### src/sv/pfa_pkg.sv
// Shared types and constants for the prime field arithmetic unit.
`timescale 1ns / 1ps
package pfa_pkg;

  localparam int FIELD_WIDTH = 40;
  localparam logic [63:0] MODULUS_RESET = 64'd1071482619497;
  localparam int QUEUE_DEPTH = 2;

  typedef enum logic [1:0] {
    OP_ADD = 2'd0,
    OP_SUB = 2'd1,
    OP_MUL = 2'd2,
    OP_DIV = 2'd3
  } op_t;

  typedef enum logic [3:0] {
    ST_IDLE,
    ST_RED,
    ST_DISP,
    ST_MUL_DBL,
    ST_MUL_ADD,
    ST_EU_CHK,
    ST_DIV_SHF,
    ST_DIV_ACC,
    ST_EU_UPD,
    ST_OUT
  } state_t;

endpackage

### src/sv/pfa_queue.sv
// Front end: accepts input beats and holds them in a short queue for the core.
`timescale 1ns / 1ps
module pfa_queue #(
  parameter int W = pfa_pkg::FIELD_WIDTH
) (
  input  logic         clk,
  input  logic         rst_n,
  input  logic         in_valid,
  output logic         in_stall,
  input  logic [1:0]   in_operation,
  input  logic [W-1:0] in_operand_a,
  input  logic [W-1:0] in_operand_b,
  output logic         q_valid,
  input  logic         q_pop,
  output pfa_pkg::op_t q_op,
  output logic [W-1:0] q_a,
  output logic [W-1:0] q_b
);

  localparam int EW = 2 + 2 * W;

  logic [EW-1:0] mem_r [pfa_pkg::QUEUE_DEPTH];
  logic          wr_ptr_r, wr_ptr_nxt;
  logic          rd_ptr_r, rd_ptr_nxt;
  logic [1:0]    cnt_r, cnt_nxt;
  logic          push;
  logic          pop;
  logic [EW-1:0] rd_data;

  assign in_stall = (cnt_r == 2'd2);
  assign push     = in_valid & ~in_stall;
  assign q_valid  = (cnt_r != 2'd0);
  assign pop      = q_pop & q_valid;
  assign rd_data  = mem_r[rd_ptr_r];
  assign q_op     = pfa_pkg::op_t'(rd_data[EW-1 -: 2]);
  assign q_a      = rd_data[2*W-1 -: W];
  assign q_b      = rd_data[W-1:0];

  always_comb begin
    wr_ptr_nxt = push ? ~wr_ptr_r : wr_ptr_r;
    rd_ptr_nxt = pop ? ~rd_ptr_r : rd_ptr_r;
    cnt_nxt    = cnt_r + {1'b0, push} - {1'b0, pop};
  end

  always_ff @(posedge clk) begin
    if (!rst_n) begin
      wr_ptr_r <= 1'b0;
      rd_ptr_r <= 1'b0;
      cnt_r    <= 2'd0;
    end else begin
      wr_ptr_r <= wr_ptr_nxt;
      rd_ptr_r <= rd_ptr_nxt;
      cnt_r    <= cnt_nxt;
    end
  end

  always_ff @(posedge clk) begin
    if (push) begin
      mem_r[wr_ptr_r] <= {in_operation, in_operand_a, in_operand_b};
    end
  end

endmodule

### src/sv/pfa_core.sv
// Back end: sequential modular reduce, add, subtract, multiply and inverse engine.
`timescale 1ns / 1ps
module pfa_core #(
  parameter int W = pfa_pkg::FIELD_WIDTH
) (
  input  logic         clk,
  input  logic         rst_n,
  input  logic [W-1:0] modulus,
  input  logic         q_valid,
  output logic         q_pop,
  input  pfa_pkg::op_t q_op,
  input  logic [W-1:0] q_a,
  input  logic [W-1:0] q_b,
  output logic         out_valid,
  input  logic         out_stall,
  output logic [W-1:0] out_result,
  output logic         out_no_inverse
);

  localparam int CW = $clog2(W);
  localparam logic [CW-1:0] CNT_TOP = CW'(W - 1);

  pfa_pkg::state_t state_r, state_nxt;
  pfa_pkg::op_t    op_r, op_nxt;
  logic [CW-1:0] cnt_r, cnt_nxt;
  logic [W-1:0]  raw_a_r, raw_a_nxt, raw_b_r, raw_b_nxt;
  logic [W-1:0]  xa_r, xa_nxt, xb_r, xb_nxt, acc_r, acc_nxt;
  logic [W-1:0]  r0_r, r0_nxt, r1_r, r1_nxt, t0_r, t0_nxt, t1_r, t1_nxt;
  logic [W-1:0]  rem_r, rem_nxt, qt_r, qt_nxt;
  logic          qb_r, qb_nxt;
  logic [W-1:0]  res_r, res_nxt;
  logic          flag_r, flag_nxt;
  logic          m_small;
  logic [W:0]    shf;

  function automatic logic [W-1:0] mod_add(input logic [W-1:0] x, input logic [W-1:0] y,
                                           input logic [W-1:0] m);
    logic [W:0] s;
    s = {1'b0, x} + {1'b0, y};
    if (s >= {1'b0, m}) begin
      s = s - {1'b0, m};
    end
    return s[W-1:0];
  endfunction

  function automatic logic [W-1:0] mod_sub(input logic [W-1:0] x, input logic [W-1:0] y,
                                           input logic [W-1:0] m);
    return (x >= y) ? (x - y) : (x + (m - y));
  endfunction

  function automatic logic [W-1:0] red_step(input logic [W-1:0] r, input logic bit_in,
                                            input logic [W-1:0] m);
    logic [W:0] s;
    s = {r, bit_in};
    if (s >= {1'b0, m}) begin
      s = s - {1'b0, m};
    end
    return s[W-1:0];
  endfunction

  assign m_small        = (modulus < W'(2));
  assign q_pop          = (state_r == pfa_pkg::ST_IDLE);
  assign out_valid      = (state_r == pfa_pkg::ST_OUT);
  assign out_result     = res_r;
  assign out_no_inverse = flag_r;
  assign shf            = {rem_r, r0_r[cnt_r]};

  always_comb begin
    state_nxt = state_r;
    case (state_r)
      pfa_pkg::ST_IDLE: begin
        if (q_valid) state_nxt = m_small ? pfa_pkg::ST_OUT : pfa_pkg::ST_RED;
      end
      pfa_pkg::ST_RED: begin
        if (cnt_r == '0) state_nxt = pfa_pkg::ST_DISP;
      end
      pfa_pkg::ST_DISP: begin
        case (op_r)
          pfa_pkg::OP_MUL: state_nxt = pfa_pkg::ST_MUL_DBL;
          pfa_pkg::OP_DIV: state_nxt = pfa_pkg::ST_EU_CHK;
          default:         state_nxt = pfa_pkg::ST_OUT;
        endcase
      end
      pfa_pkg::ST_MUL_DBL: state_nxt = pfa_pkg::ST_MUL_ADD;
      pfa_pkg::ST_MUL_ADD: begin
        state_nxt = (cnt_r == '0) ? pfa_pkg::ST_OUT : pfa_pkg::ST_MUL_DBL;
      end
      pfa_pkg::ST_EU_CHK: begin
        if (r1_r == '0) begin
          state_nxt = (r0_r == W'(1)) ? pfa_pkg::ST_MUL_DBL : pfa_pkg::ST_OUT;
        end else begin
          state_nxt = pfa_pkg::ST_DIV_SHF;
        end
      end
      pfa_pkg::ST_DIV_SHF: state_nxt = pfa_pkg::ST_DIV_ACC;
      pfa_pkg::ST_DIV_ACC: begin
        state_nxt = (cnt_r == '0) ? pfa_pkg::ST_EU_UPD : pfa_pkg::ST_DIV_SHF;
      end
      pfa_pkg::ST_EU_UPD: state_nxt = pfa_pkg::ST_EU_CHK;
      pfa_pkg::ST_OUT: begin
        if (!out_stall) state_nxt = pfa_pkg::ST_IDLE;
      end
      default: state_nxt = pfa_pkg::ST_IDLE;
    endcase
  end

  always_comb begin
    op_nxt    = op_r;
    cnt_nxt   = cnt_r;
    raw_a_nxt = raw_a_r;
    raw_b_nxt = raw_b_r;
    xa_nxt    = xa_r;
    xb_nxt    = xb_r;
    acc_nxt   = acc_r;
    r0_nxt    = r0_r;
    r1_nxt    = r1_r;
    t0_nxt    = t0_r;
    t1_nxt    = t1_r;
    rem_nxt   = rem_r;
    qt_nxt    = qt_r;
    qb_nxt    = qb_r;
    res_nxt   = res_r;
    flag_nxt  = flag_r;
    case (state_r)
      pfa_pkg::ST_IDLE: begin
        op_nxt    = q_op;
        raw_a_nxt = q_a;
        raw_b_nxt = q_b;
        xa_nxt    = '0;
        xb_nxt    = '0;
        cnt_nxt   = CNT_TOP;
        res_nxt   = '0;
        flag_nxt  = (q_op == pfa_pkg::OP_DIV);
      end
      pfa_pkg::ST_RED: begin
        xa_nxt = red_step(xa_r, raw_a_r[cnt_r], modulus);
        xb_nxt = red_step(xb_r, raw_b_r[cnt_r], modulus);
        cnt_nxt = cnt_r - 1'b1;
      end
      pfa_pkg::ST_DISP: begin
        flag_nxt = 1'b0;
        cnt_nxt  = CNT_TOP;
        acc_nxt  = '0;
        r0_nxt   = modulus;
        r1_nxt   = xb_r;
        t0_nxt   = '0;
        t1_nxt   = W'(1);
        case (op_r)
          pfa_pkg::OP_ADD: res_nxt = mod_add(xa_r, xb_r, modulus);
          pfa_pkg::OP_SUB: res_nxt = mod_sub(xa_r, xb_r, modulus);
          default:         res_nxt = res_r;
        endcase
      end
      pfa_pkg::ST_MUL_DBL: acc_nxt = mod_add(acc_r, acc_r, modulus);
      pfa_pkg::ST_MUL_ADD: begin
        if (xb_r[cnt_r]) acc_nxt = mod_add(acc_r, xa_r, modulus);
        res_nxt = xb_r[cnt_r] ? mod_add(acc_r, xa_r, modulus) : acc_r;
        cnt_nxt = cnt_r - 1'b1;
      end
      pfa_pkg::ST_EU_CHK: begin
        cnt_nxt = CNT_TOP;
        rem_nxt = '0;
        qt_nxt  = '0;
        acc_nxt = '0;
        if (r1_r == '0) begin
          xb_nxt = t0_r;
          if (r0_r != W'(1)) begin
            res_nxt  = '0;
            flag_nxt = 1'b1;
          end
        end
      end
      pfa_pkg::ST_DIV_SHF: begin
        if (shf >= {1'b0, r1_r}) begin
          rem_nxt = W'(shf - {1'b0, r1_r});
          qb_nxt  = 1'b1;
        end else begin
          rem_nxt = shf[W-1:0];
          qb_nxt  = 1'b0;
        end
        qt_nxt = mod_add(qt_r, qt_r, modulus);
      end
      pfa_pkg::ST_DIV_ACC: begin
        if (qb_r) qt_nxt = mod_add(qt_r, t1_r, modulus);
        cnt_nxt = cnt_r - 1'b1;
      end
      pfa_pkg::ST_EU_UPD: begin
        r0_nxt = r1_r;
        r1_nxt = rem_r;
        t0_nxt = t1_r;
        t1_nxt = mod_sub(t0_r, qt_r, modulus);
      end
      default: begin
        op_nxt = op_r;
      end
    endcase
  end

  always_ff @(posedge clk) begin
    if (!rst_n) begin
      state_r <= pfa_pkg::ST_IDLE;
    end else begin
      state_r <= state_nxt;
    end
  end

  always_ff @(posedge clk) begin
    op_r    <= op_nxt;
    cnt_r   <= cnt_nxt;
    raw_a_r <= raw_a_nxt;
    raw_b_r <= raw_b_nxt;
    xa_r    <= xa_nxt;
    xb_r    <= xb_nxt;
    acc_r   <= acc_nxt;
    r0_r    <= r0_nxt;
    r1_r    <= r1_nxt;
    t0_r    <= t0_nxt;
    t1_r    <= t1_nxt;
    rem_r   <= rem_nxt;
    qt_r    <= qt_nxt;
    qb_r    <= qb_nxt;
    res_r   <= res_nxt;
    flag_r  <= flag_nxt;
  end

endmodule

### src/sv/prime_field_alu_top.sv
// Top level of the prime field arithmetic unit: modulus register, queue and core.
//
// Input channel in_*: one beat carries an operation (add, subtract, multiply,
// divide) and two operands; it is taken when in_valid is high and in_stall low.
// Output channel out_*: one beat per input beat, in order, holding the result
// below the modulus and the no_inverse flag; taken when out_valid is high and
// out_stall low. The result stays on the port while out_stall is high.
// cfg_*: writes the modulus; cfg_ready is always high. Write only while idle.
// A two-beat queue takes input while the core works on an earlier beat.
// Core work per beat (W = FIELD_WIDTH): both operands are reduced in
// parallel, one bit a cycle over W bits. Add and subtract then finish in the
// dispatch state; multiply does a double, then a conditional add, per
// multiplier bit. Divide runs extended Euclid to invert b (bit-serial quotient
// with q*t folded in per remainder step), then multiplies a by the inverse.
// The core pops a beat from the queue while idle and presents results in ST_OUT.
// A modulus below two gives result zero without reducing the operands.
// Reset (rst_n low, synchronous) empties the queue, idles the core and
// loads modulus 1071482619497.
`timescale 1ns / 1ps
module prime_field_alu_top #(
  parameter int FIELD_WIDTH = pfa_pkg::FIELD_WIDTH
) (
  input  logic                   clk,
  input  logic                   rst_n,
  input  logic                   in_valid,
  output logic                   in_stall,
  input  logic [1:0]             in_operation,
  input  logic [FIELD_WIDTH-1:0] in_operand_a,
  input  logic [FIELD_WIDTH-1:0] in_operand_b,
  output logic                   out_valid,
  input  logic                   out_stall,
  output logic [FIELD_WIDTH-1:0] out_result,
  output logic                   out_no_inverse,
  input  logic                   cfg_valid,
  output logic                   cfg_ready,
  input  logic [FIELD_WIDTH-1:0] cfg_modulus
);

  localparam logic [FIELD_WIDTH-1:0] MOD_RST = FIELD_WIDTH'(pfa_pkg::MODULUS_RESET);

  logic [FIELD_WIDTH-1:0] modulus_r, modulus_nxt;
  logic                   q_valid;
  logic                   q_pop;
  pfa_pkg::op_t           q_op;
  logic [FIELD_WIDTH-1:0] q_a;
  logic [FIELD_WIDTH-1:0] q_b;

  assign cfg_ready   = 1'b1;
  assign modulus_nxt = (cfg_valid & cfg_ready) ? cfg_modulus : modulus_r;

  always_ff @(posedge clk) begin
    if (!rst_n) begin
      modulus_r <= MOD_RST;
    end else begin
      modulus_r <= modulus_nxt;
    end
  end

  pfa_queue #(.W(FIELD_WIDTH)) u_queue (
    .clk          (clk),
    .rst_n        (rst_n),
    .in_valid     (in_valid),
    .in_stall     (in_stall),
    .in_operation (in_operation),
    .in_operand_a (in_operand_a),
    .in_operand_b (in_operand_b),
    .q_valid      (q_valid),
    .q_pop        (q_pop),
    .q_op         (q_op),
    .q_a          (q_a),
    .q_b          (q_b)
  );

  pfa_core #(.W(FIELD_WIDTH)) u_core (
    .clk            (clk),
    .rst_n          (rst_n),
    .modulus        (modulus_r),
    .q_valid        (q_valid),
    .q_pop          (q_pop),
    .q_op           (q_op),
    .q_a            (q_a),
    .q_b            (q_b),
    .out_valid      (out_valid),
    .out_stall      (out_stall),
    .out_result     (out_result),
    .out_no_inverse (out_no_inverse)
  );

endmodule
### config.mk
export PLATFORM = sky130hd
export DESIGN_NAME = prime_field_alu_top
export DESIGN_NICKNAME = d
export VERILOG_FILES = /design/src/sv/pfa_pkg.sv /design/src/sv/pfa_queue.sv /design/src/sv/pfa_core.sv /design/src/sv/prime_field_alu_top.sv
export SDC_FILE = /design/constraint.sdc
export NUM_CORES = 2
export LEC_CHECK = 0
export ABC_CLOCK_PERIOD_IN_PS = 11000
export BUFFER_PORTS_ARGS = -buffer_cell sky130_fd_sc_hd__clkbuf_2
export CORE_AREA = 5 5 353 355
export CTS_CLUSTER_SIZE = 24
export DETAILED_ROUTE_END_ITERATION = 10
export DIE_AREA = 0 0 358 360
export MAX_ROUTING_LAYER = met4
export PLACE_DENSITY = 0.72
export SKIP_CTS_REPAIR_TIMING = 1
export SYNTH_ARGS = -nofsm -noshare
export SYNTH_HDL_FRONTEND = slang
export SYNTH_SLANG_ARGS = --single-unit
### constraint.sdc
create_clock -name clk -period 11 [get_ports clk]
set_clock_uncertainty 0.1 [all_clocks]
set_input_delay 1.1 -clock clk [delete_from_list [all_inputs] [get_ports clk]]
set_output_delay 1.1 -clock clk [all_outputs]
set_load 0.1 [all_outputs]
==> metrics.csv <==
metric;value;unit
status;completed;
nets;8270;
DRT iter0 DRCs;6520;
Final Hold Slack;417.0;ps
synthesized instance count;7378;
Hold Fails Final Rpt;0;
Die Span Y;360;um
pwr/cell area;253.5;nW/um2
crit end category;register;
via count;60300;
# DRC;0;
Required @ worst endpoint;11350;ps
max reg flops;164;
I/O pins;171;
Main synth FF type;edfxtp_1;
Placement Rows;128;
synth cell count leaders;a21oi_1 (665), edfxtp_1 (654), ha_1 (601);
global route overflow;0;
DP HPWL;197600;um
pre-CTS WS;3177;ps
Seq/Total Area, Yosys;0.3125;
H-Tree Depth;3;
register area;20620;um2
Initial Utilization;0.5449;
Synth-to-Final Area Change;8.179;%
Worst path slowest cell;a31oi_1;
vias in the first global route;57950;
DRT antenna net count;0;
count leader, synth;a21oi_1;
asr flop ratio synth;0;
Avg Synthesized Cell Area;8.942;um2
top cell type's share of synthesized area;0.2977;
Least-Margin Pin Slew;1229;ps
gr usage total;0.3866;
critical path cell sequence;inv_1 > ha_1 > or3b_2 > and3_1 > a21oi_1 > o2111ai_1 > a31oi_1 > nor2_1 > o31ai_1 > xnor2_1 > ha_1 > nand4_1 > nor4_1 > nand3_1 > a211oi_1 > nor4_1 > a211oi_1 > a211oi_4 > buf_4 > nor2_1 > o21ai_0 > a41o_1;
worst hold path class;register to register;
die area;128900;um2
fin crit share;0.7201;
Most flops, register;u_queue.mem_r;
TritonCTS clock tree;yes;
Wirelength per Cell;27.32;um
initial antenna violation count;8;
WL final;249800;um
clock buffer depth;3;
Yosys reg bits;703;
max-cap violations;0;
cts bufs inserted;80;
Setup CP Type;register to register;
global-route wire length before repair;366100;um
fin. max-slew vios;0;
RSZ-0062 raised after global routing;no;
relative slew slack;0.1721;
ranking of synthesized cells by area;edfxtp_1 (30%), ha_1 (11%), a21oi_1 (5.0%);
crit path time final;7921;ps
Die W;358;um
final worst-path setup slack;3079;ps
synth unique cells;102;
EDFF count, synth;654;
fillers;10770;
max frequency;0.1262;GHz
Sum Neg Setup Slack;0;ps
critical-path maximum fanout;40;
clock-pin slew on the worst setup and hold paths;70;ps
crit start category;register;
RePlAce Congestion;1.049;
Syn Std Cell Area;65980;um2
worst vdd ir;0.1945;mV
CTS root buf;clkbuf_16;
slowest stage delay, CP;630;ps
core area;121100;um2
crit path DAT;8270;ps
via density per instance;6.593;
Syn Nets;8197;
share of cells above drive strength 1;0.08596;
Num Clock Sinks;703;
largest net degree at the start of global routing;84;
Clock Latency Late Sink;740;ps
Multi-input gate area;42230;um2
leak pwr;0.03064;uW
largest area contributor in the netlist;edfxtp_1;
Final Setup Violations;0;
worst path bufs/invs;2;
PortBufs;169;
Crit path max-delay family;compound AO/OA/AOI/OAI gates;
DR pass1 iterations;6;
YS warnings;0;
cells in the final DEF (no fill, tap or decap), types with 92 or more instances in the layout:
cell and n:
a21oi_1 664, nand3_1 143, edfxtp_1 654, a21o_1 350
nor2_1 485, buf_4 98, inv_1 576, ha_1 601
a211oi_1 109, nor3_1 118, nand2_1 536, mux2i_1 146
clkbuf_2 168, xnor2_1 308, o22ai_1 102, and2_1 93
o21bai_1 92, o21ai_0 459, xor2_1 165
final cells by class:
type,count,share of cell area
Antenna cell,5,0.0001753
Inverter,578,0.03042
Tap cell,1625,0.02849
Sequential cell,703,0.2890
Multi-Input combinational cell,5820,0.5917
Timing Repair Buffer,268,0.02233
Clock inverter,56,0.009203
Clock buffer,90,0.02871
per-layer routing:
layer	track usage	share of wire	wire length (um)	up-vias
met5	-	0	0	-
met4	0.2093	0.066	16480	0
met3	0.05772	0.088	22090	650
met2	0.6007	0.45	112700	3050
met1	0.4873	0.39	98480	29050
li1	-	-	-	27550
stage by stage:
stage / util / power [uW] / area, um2 / instances
CTS: 0.5893 / 17870 / 71350 / 9139
global route: 0.5895 / 19080 / 71370 / 9145
floorplan: - / 11960 / 65980 / 7378
finish: 0.5895 / 18100 / 71370 / 9145
detailed placement: 0.5669 / 15040 / 68640 / 8993
global placement: 0.5669 / 14970 / 68640 / 8993
path summary, 6_finish.rpt:
kind	startpoint	cells past startpoint	slack, ps	to
worst max register to register	u_core.xb_r[7]$_DFFE_PP_	22	3080	u_core.out_result[36]$_DFFE_PP_
worst min register to register	modulus_r[5]$_SDFFE_PN1P_	2	420	modulus_r[5]$_SDFFE_PN1P_
worst min-delay path	modulus_r[5]$_SDFFE_PN1P_	2	420	modulus_r[5]$_SDFFE_PN1P_
worst max-delay path	u_core.xb_r[7]$_DFFE_PP_	22	3080	u_core.out_result[36]$_DFFE_PP_
tightest hold or removal path: cells and delay by family, from the launching register on:
| family | cells | cell delay, ps |
|---|---|---|
| DFF | 1 | 310 |
| buffers and inverters | 1 | 80 |
| AOI/OAI and AO/OA | 1 | 80 |
kinds of logic (layout without fill, tap and decap cells):
| kind of cell | after synthesis | after routing | share of synthesized area |
|---|---|---|---|
| buffers and inverters | 855 | 992 | 0.04986 |
| XOR/XNOR | 473 | 473 | 0.06279 |
| AO/OA/AOI/OAI | 2401 | 2401 | 0.2341 |
| adder cells (fa/ha/maj) | 692 | 692 | 0.1416 |
| flip-flops | 703 | 703 | 0.3125 |
| other | 1 | 6 | 0.00005684 |
| AND/OR/NAND/NOR | 1970 | 1970 | 0.1455 |
| multiplexers | 283 | 283 | 0.05355 |
report_power, final:
part           switching [uW]  internal, uW
Combinational            7120          3910
Clock                    1260          1540
Sequential                519          3760
No activity file was read; power rests on OpenSTA's default activity.
